<file path="config.mk">
export PLATFORM = sky130hd
export DESIGN_NAME = ntip_front
export DESIGN_NICKNAME = d
export VERILOG_FILES = /design/src/rtl/ntip_pkg.sv /design/src/rtl/ntip_front.sv
export SDC_FILE = /design/constraint.sdc
export NUM_CORES = 1
export LEC_CHECK = 0
export BUFFER_PORTS_ARGS = -buffer_cell sky130_fd_sc_hd__buf_2
export CORE_MARGIN = 2
export CORE_UTILIZATION = 35
export CTS_CLUSTER_SIZE = 28
export DETAILED_ROUTE_END_ITERATION = 7
export GPL_ROUTABILITY_DRIVEN = 0
export SYNTH_ARGS = -nofsm -noshare
export SYNTH_HDL_FRONTEND = slang
export SYNTH_SLANG_ARGS = --single-unit
</file>
<file path="constraint.sdc">
create_clock -name clk_i -period 5.7 [get_ports clk_i]
set_clock_uncertainty 0.2 [all_clocks]
set_input_delay 1.14 -clock clk_i [delete_from_list [all_inputs] [get_ports clk_i]]
set_output_delay 1.14 -clock clk_i [all_outputs]
set_load 0.01 [all_outputs]
</file>
<file path="src/rtl/ntip_pkg.sv">
`timescale 1ns / 1ps
`default_nettype none
// ----------------------------------------------------------------------------
// ntip_pkg: shared types, constants and arithmetic helpers
// Widths, register indexes, queue item layout and Q30 helper functions for
// the target-to-image projection unit.
// ----------------------------------------------------------------------------
package ntip_pkg;

  localparam int ANGLE_BITS_DEF = 16;

  localparam int POS_W   = 31;
  localparam int DIFF_W  = 32;
  localparam int HEAD_W  = 16;
  localparam int HGT_W   = 21;
  localparam int ALT_W   = 20;
  localparam int CFG_W   = 16;
  localparam int OUT_W   = 24;
  localparam int IDX_W   = 2;
  localparam int Q_W     = 31;
  localparam int A_W     = 30;
  localparam int OCT_W   = 3;
  localparam int PROD_W  = 64;
  localparam int MAG_W   = 63;
  localparam int SC_LAT  = 9;

  localparam logic [Q_W-1:0] ONE_Q30     = 31'h4000_0000;
  localparam logic [Q_W-1:0] HALF_PI_Q30 = 31'd1686629713;
  localparam logic [A_W-1:0] OCT_SPAN    = 30'h2000_0000;

  localparam logic [29:0] RECIP_42 = 30'((64'd1 << 31) / 42);
  localparam logic [29:0] RECIP_20 = 30'((64'd1 << 31) / 20);
  localparam logic [29:0] RECIP_6  = 30'((64'd1 << 31) / 6);
  localparam logic [29:0] RECIP_56 = 30'((64'd1 << 31) / 56);
  localparam logic [29:0] RECIP_30 = 30'((64'd1 << 31) / 30);
  localparam logic [29:0] RECIP_12 = 30'((64'd1 << 31) / 12);

  localparam logic [CFG_W-1:0] FOCAL_RST   = 16'd9600;
  localparam logic [CFG_W-1:0] MIN_ALT_RST = 16'd50;

  typedef enum logic [IDX_W-1:0] {
    REG_FOCAL_X = 2'd0,
    REG_FOCAL_Y = 2'd1,
    REG_MIN_ALT = 2'd2
  } cfg_reg_e;

  typedef struct packed {
    logic signed [DIFF_W-1:0] dn;
    logic signed [DIFF_W-1:0] de;
    logic [ALT_W-1:0]         alt;
    logic [OCT_W-1:0]         oct;
    logic [A_W-1:0]           a;
  } item_t;

  typedef struct packed {
    logic signed [DIFF_W-1:0] dn;
    logic signed [DIFF_W-1:0] de;
    logic [ALT_W-1:0]         alt;
  } side_t;

  typedef struct packed {
    logic [CFG_W-1:0] focal_x;
    logic [CFG_W-1:0] focal_y;
  } focal_t;

  // floor(v / d) for v < 2^31 through a 2^-31 scaled reciprocal, one fixup
  function automatic logic [Q_W-1:0] div_const(input logic [Q_W-1:0] v,
                                               input logic [5:0] d,
                                               input logic [29:0] recip);
    logic [60:0]    prod;
    logic [Q_W-1:0] q;
    logic [36:0]    qd;
    logic [Q_W-1:0] rem;
    prod = 61'(v) * 61'(recip);
    q    = {1'b0, prod[60:31]};
    qd   = 37'(q) * 37'(d);
    rem  = v - qd[Q_W-1:0];
    if (rem >= 31'(d)) begin
      q = q + 31'd1;
    end
    return q;
  endfunction

  function automatic logic [Q_W-1:0] mq30(input logic [Q_W-1:0] a,
                                          input logic [Q_W-1:0] b);
    logic [61:0] prod;
    prod = 62'(a) * 62'(b);
    return prod[60:30];
  endfunction

endpackage
`default_nettype wire

</file>
<file path="src/rtl/ntip_front.sv">
`timescale 1ns / 1ps
`default_nettype none
// ----------------------------------------------------------------------------
// ntip_front: request intake and classification
// Forms position differences, the clamped altitude and the octant fold of
// the heading, and holds the result in a two-entry queue for the back end.
// ----------------------------------------------------------------------------
module ntip_front #(
  parameter int ANGLE_BITS = ntip_pkg::ANGLE_BITS_DEF
) (
  input  wire                             clk_i,
  input  wire                             rst_ni,
  input  wire                             in_valid_i,
  output logic                            in_stall_o,
  input  wire  [ntip_pkg::POS_W-1:0]      goal_north_i,
  input  wire  [ntip_pkg::POS_W-1:0]      goal_east_i,
  input  wire  [ntip_pkg::POS_W-1:0]      craft_north_i,
  input  wire  [ntip_pkg::POS_W-1:0]      craft_east_i,
  input  wire  [ntip_pkg::HEAD_W-1:0]     heading_i,
  input  wire  [ntip_pkg::HGT_W-1:0]      height_i,
  input  wire  [ntip_pkg::CFG_W-1:0]      min_alt_i,
  input  wire                             pop_i,
  output logic                            item_valid_o,
  output ntip_pkg::item_t                 item_o
);

  localparam int DROP = (ANGLE_BITS < 16) ? 16 - ANGLE_BITS : 0;

  ntip_pkg::item_t             item_d;
  ntip_pkg::item_t             mem_q [2];
  logic                        wr_ptr_q, wr_ptr_d;
  logic                        rd_ptr_q, rd_ptr_d;
  logic [1:0]                  cnt_q, cnt_d;
  logic                        push, pop, full;
  logic [ntip_pkg::HEAD_W-1:0] hd_m;
  logic [28:0]                 r;
  logic [ntip_pkg::CFG_W-1:0]  floor_alt;

  always_comb begin
    hd_m        = (heading_i >> DROP) << DROP;
    r           = {hd_m[12:0], 16'b0};
    item_d.oct  = hd_m[15:13];
    item_d.a    = hd_m[13] ? (ntip_pkg::OCT_SPAN - {1'b0, r}) : {1'b0, r};
    item_d.dn   = $signed({goal_north_i[30], goal_north_i})
                - $signed({craft_north_i[30], craft_north_i});
    item_d.de   = $signed({goal_east_i[30], goal_east_i})
                - $signed({craft_east_i[30], craft_east_i});
    floor_alt   = (min_alt_i == '0) ? 16'd1 : min_alt_i;
    if ($signed(height_i) > $signed({5'b0, floor_alt})) begin
      item_d.alt = height_i[ntip_pkg::ALT_W-1:0];
    end else begin
      item_d.alt = {4'b0, floor_alt};
    end
  end

  assign full         = (cnt_q == 2'd2);
  assign in_stall_o   = full;
  assign push         = in_valid_i && !full;
  assign item_valid_o = (cnt_q != 2'd0);
  assign pop          = pop_i && item_valid_o;
  assign item_o       = mem_q[rd_ptr_q];

  always_comb begin
    wr_ptr_d = push ? !wr_ptr_q : wr_ptr_q;
    rd_ptr_d = pop ? !rd_ptr_q : rd_ptr_q;
    cnt_d    = cnt_q + 2'(push) - 2'(pop);
  end

  always_ff @(posedge clk_i) begin
    if (push) begin
      mem_q[wr_ptr_q] <= item_d;
    end
  end

  always_ff @(posedge clk_i or negedge rst_ni) begin
    if (!rst_ni) begin
      wr_ptr_q <= 1'b0;
      rd_ptr_q <= 1'b0;
      cnt_q    <= 2'd0;
    end else begin
      wr_ptr_q <= wr_ptr_d;
      rd_ptr_q <= rd_ptr_d;
      cnt_q    <= cnt_d;
    end
  end

  a_cnt_bound: assert property (@(posedge clk_i) disable iff (!rst_ni)
    cnt_q <= 2'd2) else $error("queue count overflow");

  a_cnt_push: assert property (@(posedge clk_i) disable iff (!rst_ni)
    push && !pop |=> cnt_q == $past(cnt_q) + 2'd1) else $error("push lost");

endmodule
`default_nettype wire

</file>
### Word-level counts from Yosys, hierarchy flattened

Memory sizes are Yosys's and may differ from the RTL's.
Cells that the tools add are included.

* output and inout bits: 119
* input port bits: 181
* word-level logic and storage cells: 23
* register bits after elaboration: 4
* RAM bits: 234
* memories kept: 1

Memories
* mem_q: words 2, width 117, read ports 1, clocked after Yosys merged registers in 0, write ports 1, RTL line ntip_front.sv:30 `ntip_pkg::item_t mem_q [2];`

* equality and inequality tests: 1
* order comparisons: 1
* muxes and demuxes: 5
* reductions and logical operators: 7
* $add $sub $neg: 5

Operator list (count)
* subtractor 31 x 31 -> 32 bit: 2
* 2-to-1 mux 30 bit: 1
* subtractor 30 x 29 -> 30 bit (first input constant): 1
* greater-than comparator 21 x 17 -> 1 bit: 1
* 2-to-1 mux 20 bit: 1
* zero test 16 bit: 1
* 2-to-1 mux 16 bit: 1
* zero test 1 bit: 3
* adder 2 x 1 -> 2 bit: 1
* == test 2 bit (second input constant): 1
* logical AND 1 bit: 2
* 2-to-1 mux 1 bit: 2
* nonzero test 2 bit: 1
* subtractor 2 x 1 -> 2 bit: 1

### Depth between registers and ports, before layout

* word-level depth: 5
* depth in mapped cells: 11
* gate-level depth less buffers: 10

### Worst setup path before layout

No wires, ideal clock.

* path type: input port to flip-flop
* from: input port in_valid_i
* to: memory mem_q[0][100] in the netlist's numbering, enable pin
* arrival: 5438 ps
* setup time: 562 ps
* data required time: 4938 ps
* path buffers: 0
* path slack: -499 ps
* cell stages on the path: 2
* cell sequence: nand2_1 nor2_1

* longest elaborated chain between the ends: 3

Ends and longest elaborated chain
* start, declared: RTL line ntip_front.sv:13 `input wire in_valid_i,`
* logical AND 1 bit: RTL line ntip_front.sv:58 `assign push = in_valid_i && !full;`
* 2-to-1 mux 1 bit: RTL line ntip_front.sv:70 `if (push) begin`
* 2-to-1 mux 1 bit (not written as such): RTL line ntip_front.sv:71 `mem_q[wr_ptr_q] <= item_d;`
* end, declared: RTL line ntip_front.sv:30

Every way passes these cells.

==> flow_summary.toml <==
[outcome]
status = "finished, final reports clean"

[clock_tree]
cts.path.max_buffers = 3
htree_levels = 1
clk_latency_ns = 0.51
tritoncts = "built"
path_clk_slew_ns = 0.06
ctsHoldBuffers = 0
cts_sinks = 206
ctsResizeCount = 0
cts-root-buf = "clkbuf_16"
cts_buffers = 24
cts_setup_buffers = 0

[timing]
min_period_ns = 3.77
setup_viol = 0
worst_pin_slew_ns = 0.832
fmax_ghz = 0.265
fin_crit_sh_pct = 66.2
final_hold_viol_count = 0
fin_setup_tns_ns = 0
rsz0062_at_grt = "false"
slew_viol_final = 0
whs_ns = 0.220
maxSlewHeadroom_pct = 44.5

[synth]
yosysWarnings = 0
synthTopCellsByArea = "edfxtp_1 50%, mux2_2 9.3%, ha_1 8.3%"
syn_area_um2 = 12300
synth_edf_count = 202
syn_avg_cell_area_um2 = 11.6
yosysTopAreaCell = "edfxtp_1"
syn_inst = 1058
synth-async-reset-ratio_pct = 1.94
synth_seq_cells = 206
synth_top_area_share_pct = 49.5
seq_area_frac_synth_pct = 50.3
yosysUniqueCellTypes = 70
synth_flop_cell = "edfxtp_1"

[die]
die_h_um = 191
io_pins = 300
dieArea_um2 = 36500
rows = 68
die_x_um = 191
initial_utilization_pct = 35.5
core_um2 = 34500

[power_and_ir_drop]
p_leak_nw = 6.30
power_density_nw_per_um2 = 387
irDropWorstVdd_uv = 251

[cells_and_area]
fin_nets = 1605
drive_gt1_share_pct = 32.5
syn_to_final_growth_pct = 21.1
ff_latch_area_um2 = 6170
multi_input_area_um2 = 5510
nFillCells = 3363

[worst_setup_path]
critPathSlowestCell = "dfrtp_4"
cpLargestDelayFamily = "flip-flops"
worst-path-buf-inv = 2
crit_path_end_kind = "output port"
worst_ep_required_time_ns = 4.36
critPathMaxStageDelay_ns = 0.76
critPathArrivalTime_ns = 2.43
path_class = "flip-flop to output port"
path_cells = "buf_4 -> mux2_2 -> buf_2"
worstSetupStartpointType = "flip-flop"
crit_fanout = 37
r2r_slack_ns = 3.46

[routing]
dr.pass1.iters = 6
vias = 9105
drt_iter0_drc = 373
routed_wl_mm = 30.0
viasPerCell = 5.03
drc = 0
post_drt_wl_per_cell_um = 16.6
ant_nets = 0

[global_routing]
grt_overflow_total = 0
use_met3_pct = 2.88
grt_pass1_wl_mm = 46.5
grt_start_max_net_pins = 54
grtUsageTotal_pct = 15.9
use_met2_pct = 27.1
grt.met1_usage_pct = 20.7
busiest_layer = "met2"
antenna_found_initial = 1
grt_pass1_vias = 9033

[run]
maxCapViolations = 0

[place]
numPortBuffers = 283
hpwl_mm = 22.5

[hold_path]
min_path_type = "input pin to async pin"
## through the flow
stage	worst slack, ns	cell area, µm²	power, W	cells	util [%]
3_5_place_dp	1.74	14100	0.00441	1770	40.9
6_report	1.93	14800	0.00575	1810	43.0
5_1_grt	1.76	14800	0.00609	1810	43.0
4_1_cts	1.81	14800	0.00586	1809	43.0
2_1_floorplan	1.20	12300	0.00361	1073	-
3_3_place_gp	1.73	14100	0.00439	1770	40.9
## layout make-up
| class | count | share of cell area [%] |
|---|---|---|
| Timing Repair Buffer | 288 | 9.88 |
| Clock inverter | 12 | 0.548 |
| Tap cell | 455 | 3.84 |
| Multi-Input combinational cell | 712 | 37.1 |
| Antenna cell | 1 | 0.0169 |
| Sequential cell | 206 | 41.6 |
| Clock buffer | 27 | 4.27 |
| Inverter | 109 | 2.76 |
## sequential cells by signal, summed over array words and instances, names as in the netlist
signal and flops:
rd_ptr_q 1, cnt_q 2, mem_q 202, wr_ptr_q 1
## where the power goes
part	internal, W	switching (W)	total (W)
Sequential	0.00216	0.000127	0.00229
Clock	0.000830	0.000583	0.00141
Combinational	0.000880	0.00117	0.00205
Total	0.00387	0.00188	0.00575
## metal layers
layer	vias up	wire (µm)
met1	4331	13100
met3	43	2110
li1	4424	-
met5	-	0
met4	0	658
met2	307	14200
## synth_stat cells, types with 8 or more instances
master and count:
edfxtp_1 202, inv_1 109, mux2_2 101, ha_1 81, nand2_1 59, nor2_1 58, a21oi_1 57, xnor2_1 35
o21ai_0 34, clkbuf_1 28, xor2_1 24, a21o_1 23, nand3_1 18, nor3_1 17, buf_4 16, mux2_1 16
o21a_1 15, a31oi_1 10, nand2b_1 9, nand4_1 9, nor2b_1 9, o211ai_1 8, o31ai_1 8
## cells in the final DEF (no fill, tap or decap), types with 7 or more instances in the layout
cell type,n
a21o_1,23
a21oi_1,57
a31oi_1,10
buf_2,283
clkbuf_16,25
conb_1,16
edfxtp_1,202
ha_1,81
inv_1,109
mux2_1,16
mux2_2,101
nand2_1,59
nand2b_1,9
nand3_1,18
nand4_1,9
nor2_1,57
nor2b_1,9
nor3_1,17
o211ai_1,8
o21a_1,15
o21ai_0,34
o21ai_1,7
o31ai_1,8
xnor2_1,35
xor2_1,24
## cells by family after synthesis
kind of cell	after synthesis	synth area share, %
other	1	0.0306
buffers and inverters	155	5.26
and+or+nand+nor	216	8.50
xor gates and xnor gates	59	4.22
muxes	120	11.0
AOI/OAI and AO/OA	218	12.1
adders and majority gates	83	8.60
DFF	206	50.3
## final timing paths
kind / start / to / cells past startpoint
max: rd_ptr_q$_DFFE_PN0P_ / item_o[23] / 3
min: rst_ni / rd_ptr_q$_DFFE_PN0P_ / 1
max reg2reg: cnt_q[1]$_DFF_PN0_ / mem_q[1][71]$_DFFE_PP_ / 3
min reg2reg: cnt_q[1]$_DFF_PN0_ / cnt_q[1]$_DFF_PN0_ / 1
max in group asynchronous: rst_ni / rd_ptr_q$_DFFE_PN0P_ / 1
min in group clk_i: cnt_q[1]$_DFF_PN0_ / cnt_q[1]$_DFF_PN0_ / 1
No activity file was read; power rests on OpenSTA's default activity.
